<file path="src/hw/rtl/hngr_pkg.sv">
// Shared constants, register codes, state, command and status types of the assignment solver.
package hngr_pkg;

    localparam int N_MAX_DEF = 32;
    localparam int COST_W    = 29;
    localparam int TOTAL_W   = 35;
    localparam int SIZE_W    = 6;
    localparam int IDX_W     = 5;
    localparam int DW        = 40;
    localparam int ADDR_W    = 4;
    localparam int DATA_W    = 32;

    localparam logic [1:0] REG_MAXIMIZE = 2'd0;
    localparam logic [1:0] REG_ROWS     = 2'd1;
    localparam logic [1:0] REG_COLS     = 2'd2;

    localparam logic [30:0] SLACK_INF = 31'h7FFFFFFF;

    typedef enum logic [5:0] {
        S_IDLE, S_MAX_RD, S_MAX_ACC, S_CM_START, S_CM_RD, S_CM_ACC, S_INIT,
        S_RR_RD, S_RR_ACC, S_RF_RD, S_RF_CHK, S_UM_INIT, S_STG, S_SC_ROW,
        S_SC_RD, S_SC_W, S_SC_ACT, S_DU_START, S_DU_MIN, S_DU_CHK, S_DU_RR,
        S_DU_SL, S_DU_FIX, S_AUG_SET, S_AUG, S_UM_DEC, S_RB_START, S_RB,
        S_CO_START, S_CO_SET, S_CO_RD, S_CO_ACC, S_OUT_START, S_OUT
    } t_state;

    typedef enum logic [4:0] {
        CMD_NOP, CMD_LOAD, CMD_MAX_ACC, CMD_CM_START, CMD_CM_ACC, CMD_INIT,
        CMD_RR_ACC, CMD_RF_CHK, CMD_UM_INIT, CMD_STG, CMD_SC_ROW, CMD_SC_W,
        CMD_SC_ACT, CMD_DU_START, CMD_DU_MIN, CMD_DU_CHK, CMD_DU_RR, CMD_DU_SL,
        CMD_DU_FIX, CMD_AUG_SET, CMD_AUG, CMD_UM_DEC, CMD_RB_START, CMD_RB,
        CMD_CO_START, CMD_CO_SET, CMD_CO_ACC, CMD_OUT_START, CMD_OUT
    } t_cmd;

    typedef struct packed {
        logic maxm;
        logic in_last;
        logic kl_last;
        logic k_last;
        logic l_last;
        logic q_lt_t;
        logic rf_done;
        logic sc_brk;
        logic s_inf;
        logic du_brk;
        logic aug_done;
        logic um_one;
        logic t_zero;
        logic out_free;
    } t_stat;

endpackage

</file>
<file path="src/hw/rtl/hngr_ctrl.sv">
// Sequencer state machine that steps the solver datapath through its phases.
module hngr_ctrl (
    input  logic             i_clk,
    input  logic             i_rst_n,
    input  hngr_pkg::t_stat  i_stat,
    output hngr_pkg::t_cmd   o_cmd
);

    hngr_pkg::t_state r_state;
    hngr_pkg::t_state n_state;

    always_ff @(posedge i_clk) begin
        if (!i_rst_n) begin
            r_state <= hngr_pkg::S_IDLE;
        end else begin
            r_state <= n_state;
        end
    end

    always_comb begin
        n_state = r_state;
        unique case (r_state)
            hngr_pkg::S_IDLE: begin
                if (i_stat.in_last) begin
                    n_state = i_stat.maxm ? hngr_pkg::S_MAX_RD : hngr_pkg::S_CM_START;
                end
            end
            hngr_pkg::S_MAX_RD:    n_state = hngr_pkg::S_MAX_ACC;
            hngr_pkg::S_MAX_ACC:   n_state = i_stat.kl_last ? hngr_pkg::S_CM_START
                                                            : hngr_pkg::S_MAX_RD;
            hngr_pkg::S_CM_START:  n_state = hngr_pkg::S_CM_RD;
            hngr_pkg::S_CM_RD:     n_state = hngr_pkg::S_CM_ACC;
            hngr_pkg::S_CM_ACC:    n_state = i_stat.kl_last ? hngr_pkg::S_INIT
                                                            : hngr_pkg::S_CM_RD;
            hngr_pkg::S_INIT:      n_state = hngr_pkg::S_RR_RD;
            hngr_pkg::S_RR_RD:     n_state = hngr_pkg::S_RR_ACC;
            hngr_pkg::S_RR_ACC:    n_state = i_stat.l_last ? hngr_pkg::S_RF_RD
                                                           : hngr_pkg::S_RR_RD;
            hngr_pkg::S_RF_RD:     n_state = hngr_pkg::S_RF_CHK;
            hngr_pkg::S_RF_CHK: begin
                if (!i_stat.rf_done) begin
                    n_state = hngr_pkg::S_RF_RD;
                end else begin
                    n_state = i_stat.k_last ? hngr_pkg::S_UM_INIT : hngr_pkg::S_RR_RD;
                end
            end
            hngr_pkg::S_UM_INIT:   n_state = i_stat.t_zero ? hngr_pkg::S_CO_START
                                                           : hngr_pkg::S_STG;
            hngr_pkg::S_STG:       n_state = hngr_pkg::S_SC_ROW;
            hngr_pkg::S_SC_ROW:    n_state = i_stat.q_lt_t ? hngr_pkg::S_SC_RD
                                                           : hngr_pkg::S_DU_START;
            hngr_pkg::S_SC_RD:     n_state = hngr_pkg::S_SC_W;
            hngr_pkg::S_SC_W:      n_state = hngr_pkg::S_SC_ACT;
            hngr_pkg::S_SC_ACT: begin
                if (i_stat.sc_brk) begin
                    n_state = hngr_pkg::S_AUG_SET;
                end else begin
                    n_state = i_stat.l_last ? hngr_pkg::S_SC_ROW : hngr_pkg::S_SC_RD;
                end
            end
            hngr_pkg::S_DU_START:  n_state = hngr_pkg::S_DU_MIN;
            hngr_pkg::S_DU_MIN:    n_state = i_stat.l_last ? hngr_pkg::S_DU_CHK
                                                           : hngr_pkg::S_DU_MIN;
            hngr_pkg::S_DU_CHK:    n_state = i_stat.s_inf ? hngr_pkg::S_CO_START
                                                          : hngr_pkg::S_DU_RR;
            hngr_pkg::S_DU_RR:     n_state = i_stat.q_lt_t ? hngr_pkg::S_DU_RR
                                                           : hngr_pkg::S_DU_SL;
            hngr_pkg::S_DU_SL: begin
                if (i_stat.du_brk) begin
                    n_state = hngr_pkg::S_DU_FIX;
                end else begin
                    n_state = i_stat.l_last ? hngr_pkg::S_SC_ROW : hngr_pkg::S_DU_SL;
                end
            end
            hngr_pkg::S_DU_FIX:    n_state = i_stat.l_last ? hngr_pkg::S_AUG_SET
                                                           : hngr_pkg::S_DU_FIX;
            hngr_pkg::S_AUG_SET:   n_state = hngr_pkg::S_AUG;
            hngr_pkg::S_AUG:       n_state = i_stat.aug_done ? hngr_pkg::S_UM_DEC
                                                             : hngr_pkg::S_AUG;
            hngr_pkg::S_UM_DEC:    n_state = i_stat.um_one ? hngr_pkg::S_CO_START
                                                           : hngr_pkg::S_RB_START;
            hngr_pkg::S_RB_START:  n_state = hngr_pkg::S_RB;
            hngr_pkg::S_RB:        n_state = i_stat.k_last ? hngr_pkg::S_STG
                                                           : hngr_pkg::S_RB;
            hngr_pkg::S_CO_START:  n_state = hngr_pkg::S_CO_SET;
            hngr_pkg::S_CO_SET:    n_state = hngr_pkg::S_CO_RD;
            hngr_pkg::S_CO_RD:     n_state = hngr_pkg::S_CO_ACC;
            hngr_pkg::S_CO_ACC:    n_state = i_stat.k_last ? hngr_pkg::S_OUT_START
                                                           : hngr_pkg::S_CO_SET;
            hngr_pkg::S_OUT_START: n_state = hngr_pkg::S_OUT;
            hngr_pkg::S_OUT: begin
                if (i_stat.out_free && i_stat.k_last) begin
                    n_state = hngr_pkg::S_IDLE;
                end
            end
            default:               n_state = hngr_pkg::S_IDLE;
        endcase
    end

    always_comb begin
        unique case (r_state)
            hngr_pkg::S_IDLE:      o_cmd = hngr_pkg::CMD_LOAD;
            hngr_pkg::S_MAX_ACC:   o_cmd = hngr_pkg::CMD_MAX_ACC;
            hngr_pkg::S_CM_START:  o_cmd = hngr_pkg::CMD_CM_START;
            hngr_pkg::S_CM_ACC:    o_cmd = hngr_pkg::CMD_CM_ACC;
            hngr_pkg::S_INIT:      o_cmd = hngr_pkg::CMD_INIT;
            hngr_pkg::S_RR_ACC:    o_cmd = hngr_pkg::CMD_RR_ACC;
            hngr_pkg::S_RF_CHK:    o_cmd = hngr_pkg::CMD_RF_CHK;
            hngr_pkg::S_UM_INIT:   o_cmd = hngr_pkg::CMD_UM_INIT;
            hngr_pkg::S_STG:       o_cmd = hngr_pkg::CMD_STG;
            hngr_pkg::S_SC_ROW:    o_cmd = hngr_pkg::CMD_SC_ROW;
            hngr_pkg::S_SC_W:      o_cmd = hngr_pkg::CMD_SC_W;
            hngr_pkg::S_SC_ACT:    o_cmd = hngr_pkg::CMD_SC_ACT;
            hngr_pkg::S_DU_START:  o_cmd = hngr_pkg::CMD_DU_START;
            hngr_pkg::S_DU_MIN:    o_cmd = hngr_pkg::CMD_DU_MIN;
            hngr_pkg::S_DU_CHK:    o_cmd = hngr_pkg::CMD_DU_CHK;
            hngr_pkg::S_DU_RR:     o_cmd = hngr_pkg::CMD_DU_RR;
            hngr_pkg::S_DU_SL:     o_cmd = hngr_pkg::CMD_DU_SL;
            hngr_pkg::S_DU_FIX:    o_cmd = hngr_pkg::CMD_DU_FIX;
            hngr_pkg::S_AUG_SET:   o_cmd = hngr_pkg::CMD_AUG_SET;
            hngr_pkg::S_AUG:       o_cmd = hngr_pkg::CMD_AUG;
            hngr_pkg::S_UM_DEC:    o_cmd = hngr_pkg::CMD_UM_DEC;
            hngr_pkg::S_RB_START:  o_cmd = hngr_pkg::CMD_RB_START;
            hngr_pkg::S_RB:        o_cmd = hngr_pkg::CMD_RB;
            hngr_pkg::S_CO_START:  o_cmd = hngr_pkg::CMD_CO_START;
            hngr_pkg::S_CO_SET:    o_cmd = hngr_pkg::CMD_CO_SET;
            hngr_pkg::S_CO_ACC:    o_cmd = hngr_pkg::CMD_CO_ACC;
            hngr_pkg::S_OUT_START: o_cmd = hngr_pkg::CMD_OUT_START;
            hngr_pkg::S_OUT:       o_cmd = hngr_pkg::CMD_OUT;
            default:               o_cmd = hngr_pkg::CMD_NOP;
        endcase
    end

endmodule

</file>
<file path="config.mk">
export PLATFORM = sky130hd
export DESIGN_NAME = hngr_ctrl
export DESIGN_NICKNAME = d
export VERILOG_FILES = /design/src/hw/rtl/hngr_pkg.sv /design/src/hw/rtl/hngr_ctrl.sv
export SDC_FILE = /design/constraint.sdc
export NUM_CORES = 1
export LEC_CHECK = 0
export ABC_CLOCK_PERIOD_IN_PS = 3700
export BUFFER_PORTS_ARGS = -buffer_cell sky130_fd_sc_hd__buf_2
export CAP_MARGIN = 20
export CORE_AREA = 2 2 69 71
export DETAILED_ROUTE_END_ITERATION = 10
export DIE_AREA = 0 0 71 73
export GPL_TIMING_DRIVEN = 0
export PLACE_DENSITY = 0.54
export SLEW_MARGIN = 40
export SYNTH_ARGS = -nofsm -noshare
export SYNTH_HDL_FRONTEND = slang
export SYNTH_SLANG_ARGS = --single-unit
</file>
<file path="constraint.sdc">
create_clock -name i_clk -period 3.7 [get_ports i_clk]
set_input_delay 0.37 -clock i_clk [delete_from_list [all_inputs] [get_ports i_clk]]
set_output_delay 0.37 -clock i_clk [all_outputs]
set_load 0.02 [all_outputs]
</file>
# Yosys cells after proc, flatten, opt, wreduce, memory -nomap -nowiden
# Memories as Yosys holds them, arrays and structs flattened. A register that Yosys moved wholly into a read port is not among the register bits.
# Cells that the tools add are included.
# totals
rom_bits	320
wordCells	65
memories	1
mem_bits_rw	0
latch_bits	0
ff_bits	6
# classes
mux	25
n_eq_ne	35
n_div	0
n_mul	0
bitwise	0
n_shift	0
add_sub_neg	0
n_lt_le_gt_ge	0
reduce_logical	3
# memory_table
memory	depth	word_bits	rd	rd_ports_with_merged_regs	write_ports	line_no	source
(no name shown)	64	5	1	1	0	hngr_ctrl.sv:101	unique case (r_state)
# ops
cell	n
$pmux 6 s34	1
$eq 6x5->1 const B	16
$eq 6x4->1 const B	8
$mux 5	6
$mux 6	5
$eq 6x3->1 const B	4
$mux 4	4
$eq 6x2->1 const B	2
$eq 6x6->1 const B	2
$mux 2	4
$eq 6x1->1 const B	1
$logic_not 6->1	1
$mux 1	4
$ne 2x2->1 const B	2
$mux 3	1
$reduce_and 2->1	1
$logic_and 1x1->1	1

# Depth between registers and ports, before layout
# depth
depth_word	5
mapped_depth	15
mapped_depth_nobuf	13

# Worst setup path before layout
# No wires, ideal clock.
# synth_timing
path_type	register to register
startpoint	reg r_state[1]
endpoint	reg, netlist name o_cmd[0]
slack_ps	899
required_time_ps	3574
t_arrival_ps	2675
path_stages_with_launch	14
synth_period_minus_slack_ps	2801
cell_sequence	dfxtp_1 -> buf_6 -> buf_6 -> nand2b_1 -> a2111oi_1 -> a21oi_1 -> a311oi_4 -> inv_1 -> ha_1 -> inv_1 -> a31o_2 -> a211o_1 -> o211ai_2 -> o211ai_2
# synth_via
elab_chain_len	5
word_cells_on_any_way	40
classes_between	35 x eq/ne; 3 x mux; 2 x reduce/logical
# synth_lines
item	line_no	source
start: declaration	hngr_ctrl.sv:9	hngr_pkg::t_state r_state;
start signal: assignment	hngr_ctrl.sv:14	r_state <= hngr_pkg::S_IDLE;
start signal: assignment	hngr_ctrl.sv:16	r_state <= n_state;
parallel branches: the longest is 3 deep, another holds $pmux 6 s34	n/a	
$mux 6 (no source line) (*) (2 in series)	n/a	
# Mark *: on every way between the ends.
# A chain may end at the register's enable or synchronous reset.

# Worst setup path after layout
# layout_timing
startpoint	reg r_state[3]
endpoint	reg, netlist name o_cmd[0]
# layout_via
elab_chain_len	5
word_cells_on_any_way	40
classes_between	35 x eq/ne; 3 x mux; 2 x reduce/logical
# layout_lines
item
parallel branches: the longest is 3 deep, another holds $pmux 6 s34
$mux 6 (no source line) (*) (2 in series)
# Marked as above.

==> summary.txt <==
Yosys
  • Synth Area in Compound Gates: 34.2%
  • Most used flip-flop cell after synthesis: dfxtp_1
  • Adder-cell share of the synthesized area: 4.50%
  • Netlist cell types: 72
  • Post-synth ARST share: 0%
  • Yosys warns: 0
  • Post-synthesis mux area share: 3.13%
  • Synth Area in Simple Gates: 33.7%
  • Synthesized area per cell: 8.24 sq um
  • Post-synthesis cell area: 1640 sq um
  • Post-synthesis sequential area ratio: 13.4%
  • Largest family of logic cells by synthesized area: compound AO/OA/AOI/OAI gates
  • Synth Area in XOR/XNOR: 0%
  • FF+latch count, synth: 11
  • EDFF count, synth: 0
  • Synthesized net count: 220
  • Syn Inst Count: 199

Timing
  • Hold Fails Final Rpt: 0
  • Worst-Margin Slew: 0.738 ns
  • Clk_skew: 0.00377 ns
  • RSZ-0062 raised after global routing: no
  • Max_slew headroom: 50.7%
  • Period minus WS final: 3.39 ns
  • Final setup TNS: 0 ns
  • Final Cycle Share: 91.6%
  • Final setup fails: 0
  • Slew Viols, Final: 0
  • Fmax: 295 MHz

Cells and area
  • Area Overhead vs Synth: 13.0%
  • Fin util: 40.9%
  • Layout cells sized above 1: 30.0%
  • Post-route cell area: 1850 sq um
  • # diodes: 0
  • Fin nets: 245

Critical path
  • R2r startpoint: r_state[3]
  • R2R depth: 13
  • WP data required: 3.81 ns
  • Worst Path Class, Setup: register to register
  • Worst reg2reg setup slack: 0.31 ns
  • Worst Path Max Fanout: 10
  • Worst r2r dst: o_cmd[0]
  • Critical Path Start Type: register
  • Critical Path Sink Type: register
  • WP data arrival: 3.50 ns

Power and ir drop
  • Worst-case vdd ir drop: 0.244 mV
  • Power per cell area: 617 nW/um^2
  • Leakage: 0.732 nW
  • Power consumption: 1.14 mW

Global route
  • Total congestion overflow: 0
  • Vias in the first global route: 1580
  • Grt met3 use: 2.49%
  • Met2 Use GR: 32.1%
  • Global route hottest layer: met2
  • Initial antenna violation count: 0
  • GR Layer Usage met1: 23.9%
  • Aggregate global-route resource usage: 18.9%
  • First-pass GRT wire length: 7710 um
  • Largest net degree at the start of global routing: 11

Detailed routing
  • Routed WL per cell: 16.8 um
  • Via count: 1663
  • Drt total wl: 4660 um
  • Via density: 6.00
  • First drt pass iteration count: 4
  • DRT iter0 DRCs: 274
  • Post-route ant nets: 0
  • DRC violations left: 0

Clocking
  • Clk root buf: clkbuf_8
  • Post-CTS Hold Buffers: 0
  • CTS Sinks: 11
  • Post-CTS setup buffer count: 0
  • Worst-Skew Late Latency: 0.24 ns
  • Gates resized, CTS repair: 0
  • Longest Clk Path Bufs: 2
  • CTS tree: done
  • Htree depth: 1
  • Clk slew on worst S/H paths: 0.05 ns
  • CTS Buf Count: 3

Hold path
  • Worst min path class: primary input to register
  • Min-Delay Endpoint: o_cmd[3]
  • Worst hold start: i_rst_n
  • Hold path depth: 3

Floorplanning
  • Core ar.: 4540 sq um
  • IO Count: 21
  • Initial Utilization: 36.2%
  • # rows: 25
  • Die height: 73 um
  • Die Area: 5180 sq um
  • Die Wd: 71 um

Job
  • Max-cap check violation count: 0

Place
  • Post-DP HPWL: 3650 um
  • Placed Area: 1810 sq um
  • GP Congestion: 0.886
  • I/O Buffers: 20

Outcome
  • Outcome: finished, final reports clean
worst max path at each step:
stage / from / to / slack (ns)
3_3_place_gp: r_state[3] / o_cmd[0] / 0.41
6_report: r_state[3] / o_cmd[0] / 0.31
2_1_floorplan: r_state[1] / o_cmd[0] / 0.90
3_5_place_dp: r_state[3] / o_cmd[0] / 0.40
5_1_grt: r_state[3] / o_cmd[0] / 0.12
4_1_cts: r_state[3] / o_cmd[0] / 0.38
through the flow:
step	setup slack [ns]	hold slack (ns)	std cells
global route	0.120	0.490	277
CTS	0.380	0.464	277
floorplan	0.899	0.504	199
finish	0.309	0.467	277
global placement	0.411	0.716	273
detailed placement	0.402	0.711	273
cell usage in the layout (no fill, tap or decap), types with 3 or more instances in the layout:
cell type / count
nand2b_1: 8
o21ai_0: 6
nand3_1: 14
a2111oi_1: 3
nand2_1: 10
nor2_1: 14
and3b_1: 3
dfxtp_1: 11
inv_1: 15
a21oi_1: 6
ha_1: 5
mux2i_1: 4
buf_4: 6
a21boi_0: 3
a31oi_1: 3
nand3b_1: 4
clkbuf_8: 3
buf_6: 5
buf_2: 24
a211o_1: 3
nor2b_1: 3
synth_stat cells, types with 3 or more instances:
cell       number  area (sq um)
dfxtp_1        11           220
nor2b_1         3          18.8
nor2_1         14          52.6
nand3b_1        4          30.0
nand3_1        14          70.1
buf_6           5          56.3
nand2_1        10          37.5
a31oi_1         3          18.8
ha_1            5          62.6
o21ai_0         6          30.0
a211o_1         3          26.3
and3b_1         3          26.3
a2111oi_1       3          30.0
a21oi_1         6          30.0
a21boi_0        3          22.5
inv_1          15          56.3
mux2i_1         4          40.0
nand2b_1        8          50.1
buf_2           4          20.0
buf_4           6          45.0
cell type report:
| cell class | instances | area (sq um) |
|---|---|---|
| Fill cell | 453 | 2680 |
| Multi-Input combinational cell | 157 | 1240 |
| Sequential cell | 11 | 220 |
| Buffer | 15 | 121 |
| Timing Repair Buffer | 20 | 100 |
| Tap cell | 54 | 67.6 |
| Inverter | 16 | 60.1 |
| Clock buffer | 4 | 45.0 |
critical path, cell delays in order (launching register included):
cell       delay (ns)
dfxtp_1          0.30
buf_4            0.17
buf_6            0.14
o21a_1           0.16
a2111oi_1        0.69
nor4b_2          0.16
a311oi_4         0.42
inv_1            0.17
ha_1             0.37
inv_1            0.05
a31o_2           0.20
a211o_1          0.26
o211ai_2         0.07
o211ai_2         0.10
layer usage:
| metal | vias up | wire length, um |
|---|---|---|
| li1 | 811 | - |
| met1 | 771 | 2080 |
| met2 | 71 | 2180 |
| met3 | 10 | 296 |
| met4 | 0 | 101 |
| met5 | - | 0 |
where the power goes:
group	switching (mW)	total (mW)	internal (mW)
Combinational	0.504	0.857	0.353
Sequential	0.0204	0.169	0.148
Clock	0.0427	0.118	0.0754
Total	0.567	1.14	0.577
flip-flops by register name (all words and copies together), names as in the netlist:
register,flops
r_state,6
o_cmd,5
cell families (layout without fill, tap and decap cells):
logic type | after synthesis | count (layout)
flip-flops | 11 | 11
buffers and inverters | 31 | 55
AO/OA/AOI/OAI | 61 | 61
AND/OR/NAND/NOR | 85 | 85
adder cells (fa/ha/maj) | 6 | 6
multiplexers | 5 | 5
Power figures use the tool's default switching activity.
